$ cat config.mk
export PLATFORM = sky130hd
export DESIGN_NAME = rgb_pixel_blend_unit
export DESIGN_NICKNAME = d
export VERILOG_FILES = /design/src/hdl/rpb_pkg.sv /design/src/hdl/rpb_chan.sv /design/src/hdl/rpb_datapath.sv /design/src/hdl/rgb_pixel_blend_unit.sv
export SDC_FILE = /design/constraint.sdc
export NUM_CORES = 2
export LEC_CHECK = 0
export BUFFER_PORTS_ARGS = -buffer_cell sky130_fd_sc_hd__buf_2
export CAP_MARGIN = 20
export CORE_AREA = 2 2 236 238
export CTS_CLUSTER_SIZE = 8
export DETAILED_ROUTE_END_ITERATION = 8
export DIE_AREA = 0 0 238 240
export PLACE_DENSITY_LB_ADDON = 0.12
export RECOVER_POWER = 100
export SYNTH_ARGS = -nofsm -noshare
export SYNTH_HDL_FRONTEND = slang
export SYNTH_SLANG_ARGS = --single-unit
$ cat constraint.sdc
create_clock -name aclk -period 23.3 [get_ports aclk]
set_clock_uncertainty 0.15 [all_clocks]
set_input_delay 1.165 -clock aclk [delete_from_list [all_inputs] [get_ports aclk]]
set_output_delay 1.165 -clock aclk [all_outputs]
set_load 0.02 [all_outputs]
$ cat src/hdl/rpb_pkg.sv
// Shared constants and helpers for the RGBA pixel blend unit.
// No dependencies; used by rpb_chan, rpb_datapath and rgb_pixel_blend_unit.
package rpb_pkg;

    // Pixel layout
    localparam int CHAN_W    = 8;
    localparam int NUM_CHAN  = 4;
    localparam int PIXEL_W   = CHAN_W * NUM_CHAN;

    // Configuration port
    localparam int CFG_IDX_W  = 4;
    localparam int CFG_DATA_W = 8;

    localparam logic [CFG_IDX_W-1:0] REG_BLEND_MODE = CFG_IDX_W'(0);
    localparam logic [CFG_IDX_W-1:0] REG_MIX_WEIGHT = CFG_IDX_W'(1);

    localparam logic [CHAN_W-1:0] MODE_RESET   = 8'd0;
    localparam logic [CHAN_W-1:0] WEIGHT_RESET = 8'd128;

    // Blend mode codes; every other value selects replace
    localparam logic [CHAN_W-1:0] MODE_ADD     = 8'd1;
    localparam logic [CHAN_W-1:0] MODE_MAX     = 8'd2;
    localparam logic [CHAN_W-1:0] MODE_AVG     = 8'd3;
    localparam logic [CHAN_W-1:0] MODE_SUB_DS  = 8'd4;
    localparam logic [CHAN_W-1:0] MODE_SUB_SD  = 8'd5;
    localparam logic [CHAN_W-1:0] MODE_MUL     = 8'd6;
    localparam logic [CHAN_W-1:0] MODE_MIX     = 8'd7;
    localparam logic [CHAN_W-1:0] MODE_XOR     = 8'd8;
    localparam logic [CHAN_W-1:0] MODE_MIN     = 8'd9;

    localparam logic [CHAN_W-1:0] CHAN_MAX = 8'hFF;

    // Exact floor(p / 255) for any product of two 8-bit channel values
    function automatic logic [CHAN_W-1:0] div255(input logic [2*CHAN_W-1:0] p);
        logic [2*CHAN_W:0] t;
        t = {1'b0, p} + {9'd0, p[2*CHAN_W-1:CHAN_W]} + 17'd1;
        return t[2*CHAN_W-1:CHAN_W];
    endfunction

endpackage

$ cat src/hdl/rpb_chan.sv
// One 8-bit channel lane of the blend datapath.
// Depends on rpb_pkg for mode codes and the divide-by-255 helper.
module rpb_chan (
    input  logic [rpb_pkg::CHAN_W-1:0] mode,
    input  logic [rpb_pkg::CHAN_W-1:0] weight,
    input  logic [rpb_pkg::CHAN_W-1:0] dst,
    input  logic [rpb_pkg::CHAN_W-1:0] src,
    output logic [rpb_pkg::CHAN_W-1:0] result
);

    logic [rpb_pkg::CHAN_W:0]     sum;
    logic [rpb_pkg::CHAN_W-1:0]   inv_weight;
    logic [rpb_pkg::CHAN_W-1:0]   mul_b;
    logic [2*rpb_pkg::CHAN_W-1:0] prod_a;
    logic [2*rpb_pkg::CHAN_W-1:0] prod_b;
    logic [rpb_pkg::CHAN_W:0]     mix_sum;
    logic                         dst_gt;

    // Shared multiplier: a*s for multiply, a*w for mix
    always_comb begin
        inv_weight = rpb_pkg::CHAN_MAX - weight;
        mul_b      = (mode == rpb_pkg::MODE_MIX) ? weight : src;
        prod_a     = {8'd0, dst} * {8'd0, mul_b};
        prod_b     = {8'd0, src} * {8'd0, inv_weight};
        mix_sum    = {1'b0, rpb_pkg::div255(prod_a)} + {1'b0, rpb_pkg::div255(prod_b)};
        sum        = {1'b0, dst} + {1'b0, src};
        dst_gt     = dst > src;
    end

    // Select the per-channel operation
    always_comb begin
        unique case (mode)
            rpb_pkg::MODE_ADD:    result = sum[rpb_pkg::CHAN_W] ? rpb_pkg::CHAN_MAX
                                                                : sum[rpb_pkg::CHAN_W-1:0];
            rpb_pkg::MODE_MAX:    result = dst_gt ? dst : src;
            rpb_pkg::MODE_AVG:    result = (dst >> 1) + (src >> 1);
            rpb_pkg::MODE_SUB_DS: result = dst_gt ? dst - src : '0;
            rpb_pkg::MODE_SUB_SD: result = (src > dst) ? src - dst : '0;
            rpb_pkg::MODE_MUL:    result = rpb_pkg::div255(prod_a);
            rpb_pkg::MODE_MIX:    result = mix_sum[rpb_pkg::CHAN_W-1:0];
            rpb_pkg::MODE_MIN:    result = dst_gt ? src : dst;
            default:              result = src;
        endcase
    end

endmodule

$ cat src/hdl/rpb_datapath.sv
// Combinational blend of one pixel: four channel lanes plus word-wide modes.
// Depends on rpb_pkg and rpb_chan.
module rpb_datapath (
    input  logic [rpb_pkg::CHAN_W-1:0]  mode,
    input  logic [rpb_pkg::CHAN_W-1:0]  weight,
    input  logic [rpb_pkg::PIXEL_W-1:0] dst,
    input  logic [rpb_pkg::PIXEL_W-1:0] src,
    output logic [rpb_pkg::PIXEL_W-1:0] pixel
);

    localparam int TOP = rpb_pkg::NUM_CHAN - 1;

    logic [rpb_pkg::PIXEL_W-1:0] lane_out;
    logic                        clear_top;

    // One lane per channel
    for (genvar k = 0; k < rpb_pkg::NUM_CHAN; k++) begin : g_lane
        rpb_chan u_chan (
            .mode   (mode),
            .weight (weight),
            .dst    (dst[k*rpb_pkg::CHAN_W +: rpb_pkg::CHAN_W]),
            .src    (src[k*rpb_pkg::CHAN_W +: rpb_pkg::CHAN_W]),
            .result (lane_out[k*rpb_pkg::CHAN_W +: rpb_pkg::CHAN_W])
        );
    end

    // Drop the top byte for the three-channel modes; handle word modes
    always_comb begin
        clear_top = (mode == rpb_pkg::MODE_MAX) || (mode == rpb_pkg::MODE_MIN) ||
                    (mode == rpb_pkg::MODE_MUL) || (mode == rpb_pkg::MODE_MIX);
        pixel = lane_out;
        if (clear_top) begin
            pixel[TOP*rpb_pkg::CHAN_W +: rpb_pkg::CHAN_W] = '0;
        end
        if (mode == rpb_pkg::MODE_XOR) begin
            pixel = dst ^ src;
        end
    end

endmodule

$ cat src/hdl/rgb_pixel_blend_unit.sv
// RGBA8888 blend unit: input register, combinational blend, result register.
// The input and result registers are the two register stages; a request is blended between them.
// Throughput: one pixel per cycle while m_ready holds; the input and result registers form a
// two-stage valid/ready pipeline around the single blend stage.
// Reset (aresetn, synchronous, active low) empties both stages and sets
// blend_mode to replace and mix_weight to 128. Depends on rpb_pkg, rpb_datapath.
module rgb_pixel_blend_unit (
    input  logic                              aclk,
    input  logic                              aresetn,
    // Configuration write port
    input  logic                              cfg_we,
    input  logic [rpb_pkg::CFG_IDX_W-1:0]     cfg_index,
    input  logic [rpb_pkg::CFG_DATA_W-1:0]    cfg_wdata,
    // Input requests
    input  logic                              s_valid,
    output logic                              s_ready,
    input  logic [rpb_pkg::PIXEL_W-1:0]       s_dest_pixel,
    input  logic [rpb_pkg::PIXEL_W-1:0]       s_source_color,
    // Result requests
    output logic                              m_valid,
    input  logic                              m_ready,
    output logic [rpb_pkg::PIXEL_W-1:0]       m_blended_pixel
);

    logic [rpb_pkg::CHAN_W-1:0]  mode_reg;
    logic [rpb_pkg::CHAN_W-1:0]  weight_reg;
    logic                        in_valid_reg;
    logic [rpb_pkg::PIXEL_W-1:0] dst_reg;
    logic [rpb_pkg::PIXEL_W-1:0] src_reg;
    logic                        out_valid_reg;
    logic [rpb_pkg::PIXEL_W-1:0] out_pixel_reg;
    logic [rpb_pkg::PIXEL_W-1:0] pixel_next;
    logic                        out_advance;
    logic                        in_accept;

    // Configuration registers
    always_ff @(posedge aclk) begin
        if (!aresetn) begin
            mode_reg   <= rpb_pkg::MODE_RESET;
            weight_reg <= rpb_pkg::WEIGHT_RESET;
        end else if (cfg_we) begin
            if (cfg_index == rpb_pkg::REG_BLEND_MODE) begin
                mode_reg <= cfg_wdata;
            end
            if (cfg_index == rpb_pkg::REG_MIX_WEIGHT) begin
                weight_reg <= cfg_wdata;
            end
        end
    end

    // Handshake: advance each stage when the one after it can take a request
    assign out_advance = !out_valid_reg || m_ready;
    assign s_ready     = !in_valid_reg || out_advance;
    assign in_accept   = s_valid && s_ready;

    // Input stage
    always_ff @(posedge aclk) begin
        if (!aresetn) begin
            in_valid_reg <= 1'b0;
        end else if (s_ready) begin
            in_valid_reg <= s_valid;
        end
    end

    always_ff @(posedge aclk) begin
        if (in_accept) begin
            dst_reg <= s_dest_pixel;
            src_reg <= s_source_color;
        end
    end

    // Blend
    rpb_datapath u_datapath (
        .mode   (mode_reg),
        .weight (weight_reg),
        .dst    (dst_reg),
        .src    (src_reg),
        .pixel  (pixel_next)
    );

    // Result stage
    always_ff @(posedge aclk) begin
        if (!aresetn) begin
            out_valid_reg <= 1'b0;
        end else if (out_advance) begin
            out_valid_reg <= in_valid_reg;
        end
    end

    always_ff @(posedge aclk) begin
        if (out_advance && in_valid_reg) begin
            out_pixel_reg <= pixel_next;
        end
    end

    assign m_valid         = out_valid_reg;
    assign m_blended_pixel = out_pixel_reg;

`ifndef SYNTHESIS
    // Reset empties both stages
    a_reset_empty: assert property (@(posedge aclk)
        !aresetn |=> !in_valid_reg && !out_valid_reg)
        else $error("pipeline not empty after reset");

    // An accepted request lands in the input stage
    a_accept_loads: assert property (@(posedge aclk) disable iff (!aresetn)
        in_accept |=> in_valid_reg && dst_reg == $past(s_dest_pixel)
                      && src_reg == $past(s_source_color))
        else $error("accepted request not captured");

    // A stalled input stage holds its request
    a_input_hold: assert property (@(posedge aclk) disable iff (!aresetn)
        in_valid_reg && !out_advance |=> in_valid_reg && $stable(dst_reg)
                                        && $stable(src_reg))
        else $error("stalled input stage lost its request");

    // A request moving forward shows up as the blended result
    a_result_moves: assert property (@(posedge aclk) disable iff (!aresetn)
        in_valid_reg && out_advance |=> m_valid
                                      && m_blended_pixel == $past(pixel_next))
        else $error("blend result not transferred");

    // Input stage only empties by moving forward
    a_no_drop: assert property (@(posedge aclk) disable iff (!aresetn)
        in_valid_reg && !out_advance |-> !s_ready)
        else $error("input stage open while holding a stalled request");
`endif

endmodule
==> flow_summary.ini <==
[status]
status = finished with violations
violations = capacitance limit, slew limit

[floorplanning]
die_w_um = 238
die_area_mm2 = 0.0571
initial_core_util = 0.543
core-area_mm2 = 0.0547
io_pins = 115
placementRows = 86
die_h_um = 240

[placement]
placed_cells = 4312
place_area_mm2 = 0.0311
port_buffers = 114
place_hpwl_um = 76300
gp_congestion = 0.991

[worst_setup_path]
critPathSlowestCell = clkbuf_1
crit_top_cell = a21oi_1
end_kind = register
cp_slowest_stage_delay_ps = 1390
crit_required_ps = 23390
path_class = reg -> reg
start_kind = register
worstPathArrival_ps = 13140
crit_fanout = 32

[global_routing]
grt.total_usage = 0.348
antenna_found_initial = 7
grt_max_degree = 65
overflow = 0
grt_pass1_wl_um = 153000
grt_pass1_vias = 26800

[final_layout]
utilization = 0.579
final_cell_mix = inv_1 (514), nor2_1 (491), ha_1 (465), fa_1 (308), a21oi_1 (236)
fin_cells = 4346
fin_nets = 4481
stdcell_area_mm2 = 0.0316
mostFrequentLayoutCell = inv_1
area_delta_synth_final_pct = 6.63
drive_above_1_share = 0.0489

[synthesis]
yosysUniqueCellTypes = 81
synth_cells = 3553
yosys_warnings = 0
synth-seq-cells = 114
synth_area_mm2 = 0.0297
synth_edf_count = 96
syn_avg_cell_area_um2 = 8.35
synthArstFlopShare = 0
ys.flop_type = edfxtp_1
synth_nets = 4407
ys_seq_area_frac = 0.109

[sta]
slew_headroom = -2.36
finalHoldViolCount = 0
grt_setup_unrepaired = false
maxSlewViolCount = 141
setup_viol = 0
fin_setup_tns_ps = 0
whs_ps = 380
tightest_slew_ps = 5040
fin_crit_sh = 0.560
fin_crit_ps = 13060
max_freq_mhz = 76.6

[drt]
wl_per_cell_um = 22.6
highest_layer = met5
met3_length_um = 8210
firstDrtPassIters = 6
vias = 26700
drc = 0
via_per_inst = 6.14
wl_met2_um = 43000
first_iter_violations = 2218
wl_um = 98200
wl_met1_um = 42500
antenna_left = 0

[cts]
holdBufCountCts = 0
post_cts_buffers = 0
cts.clk_slew.worst_paths_ps = 70
cts_root_buf = clkbuf_16
numCtsBuffers = 17
clk_latency_ps = 500
clock_sinks = 114
cts_htree_levels = 4
cts_tree = built
cts_resized = 0
clockBufferDepth = 2

[pwr]
ir_drop_v = 0.000191
p_leak_nw = 15.3
pwr-share-seq = 0.054
p_int_mw = 2.16
p_clk_frac = 0.061
p_sw_mw = 2.60
power.share.switching = 0.546
p_comb_frac = 0.885
powerDensity_mw_per_mm2 = 150

[worst_hold_path]
worstHoldPathType = reg -> reg

[run]
drv_cap = 4
==> layout make-up <==
cell class | count | area, µm²
Clock buffer | 18 | 429
Antenna cell | 2 | 5.00
Inverter | 532 | 2000
Clock inverter | 14 | 183
Timing Repair Buffer | 148 | 768
Multi-Input combinational cell | 2814 | 24100
Fill cell | 5058 | 23000
Tap cell | 704 | 881
Sequential cell | 114 | 3250
==> synthesized netlist by cell type, drive strengths merged (8+ instances only) <==
cell type,instances,area share
mux2i,26,0.0088
nor4,13,0.0038
and3,11,0.0023
inv,514,0.065
o221ai,17,0.0050
dfxtp,18,0.012
o21a,31,0.0078
ha,465,0.20
o21ai,121,0.020
nand4,19,0.0040
nor3,37,0.0062
and2,17,0.0036
a31oi,13,0.0027
a211o,9,0.0027
o2111ai,8,0.0024
edfxtp,96,0.097
o21bai,43,0.011
fa,308,0.21
clkinv,18,0.0023
a221oi,33,0.0097
xor2,59,0.017
nand2b,165,0.035
nand3,44,0.0074
a21o,68,0.017
nor2b,42,0.0089
o22ai,20,0.0042
a221o,17,0.0057
o211ai,24,0.0061
clkbuf,86,0.011
o31ai,12,0.0030
a2111oi,14,0.0042
a211oi,46,0.012
a21oi,239,0.041
a22oi,13,0.0033
xnor2,162,0.048
nand2,143,0.018
nor2,491,0.062
==> cells by family after synthesis <==
kind of cell,count (synthesis),share of synthesized area
compound gates,774,0.173
fa+ha+maj,774,0.404
flops,114,0.109
xor+xnor,221,0.0655
mux,27,0.00915
simple gates,1018,0.160
buf+inv,625,0.0791
==> worst paths after layout <==
kind / from / to / slack (ps) / cells after the start
worst max-delay path: mode_reg[4] / m_blended_pixel[5] / 10240 / 36
worst min-delay path: in_valid_reg / m_valid / 380 / 1
worst max register to register: mode_reg[4] / m_blended_pixel[5] / 10240 / 36
worst min register to register: in_valid_reg / m_valid / 380 / 1
==> power by group through the flow <==
stage | clock, mW | sequential, mW | combinational [mW]
CTS | 0.294 | 0.257 | 4.14
detailed placement | 0 | 0.261 | 4.10
floorplan | 0 | 0.253 | 3.10
global route | 0.300 | 0.259 | 4.65
global placement | 0 | 0.261 | 4.02
finish | 0.290 | 0.259 | 4.21
==> critical path: cells and delay by family (launching register included) <==
family,cells,cell delay (ps)
flip-flops,1,330
AND/OR/NAND/NOR,9,3690
AO/OA/AOI/OAI,15,3460
adder cells (fa/ha/maj),7,2930
buffers and inverters,3,1500
XOR/XNOR,2,740
==> per-layer routing <==
layer	GRT usage	vias to the layer above
met4	0.153	6
li1	-	12100
met3	0.0666	257
met1	0.470	13000
met2	0.545	1237
met5	0	-
==> per-stage QoR <==
| stage | power, mW | setup slack (ps) |
|---|---|---|
| final | 4.76 | 10240 |
| after global routing | 5.21 | 9380 |
| after CTS | 4.69 | 12540 |
| after detailed placement | 4.37 | 12590 |
| after global placement | 4.28 | 12870 |
| after floorplan | 3.36 | 13670 |
(Power assumes the default switching activity.)
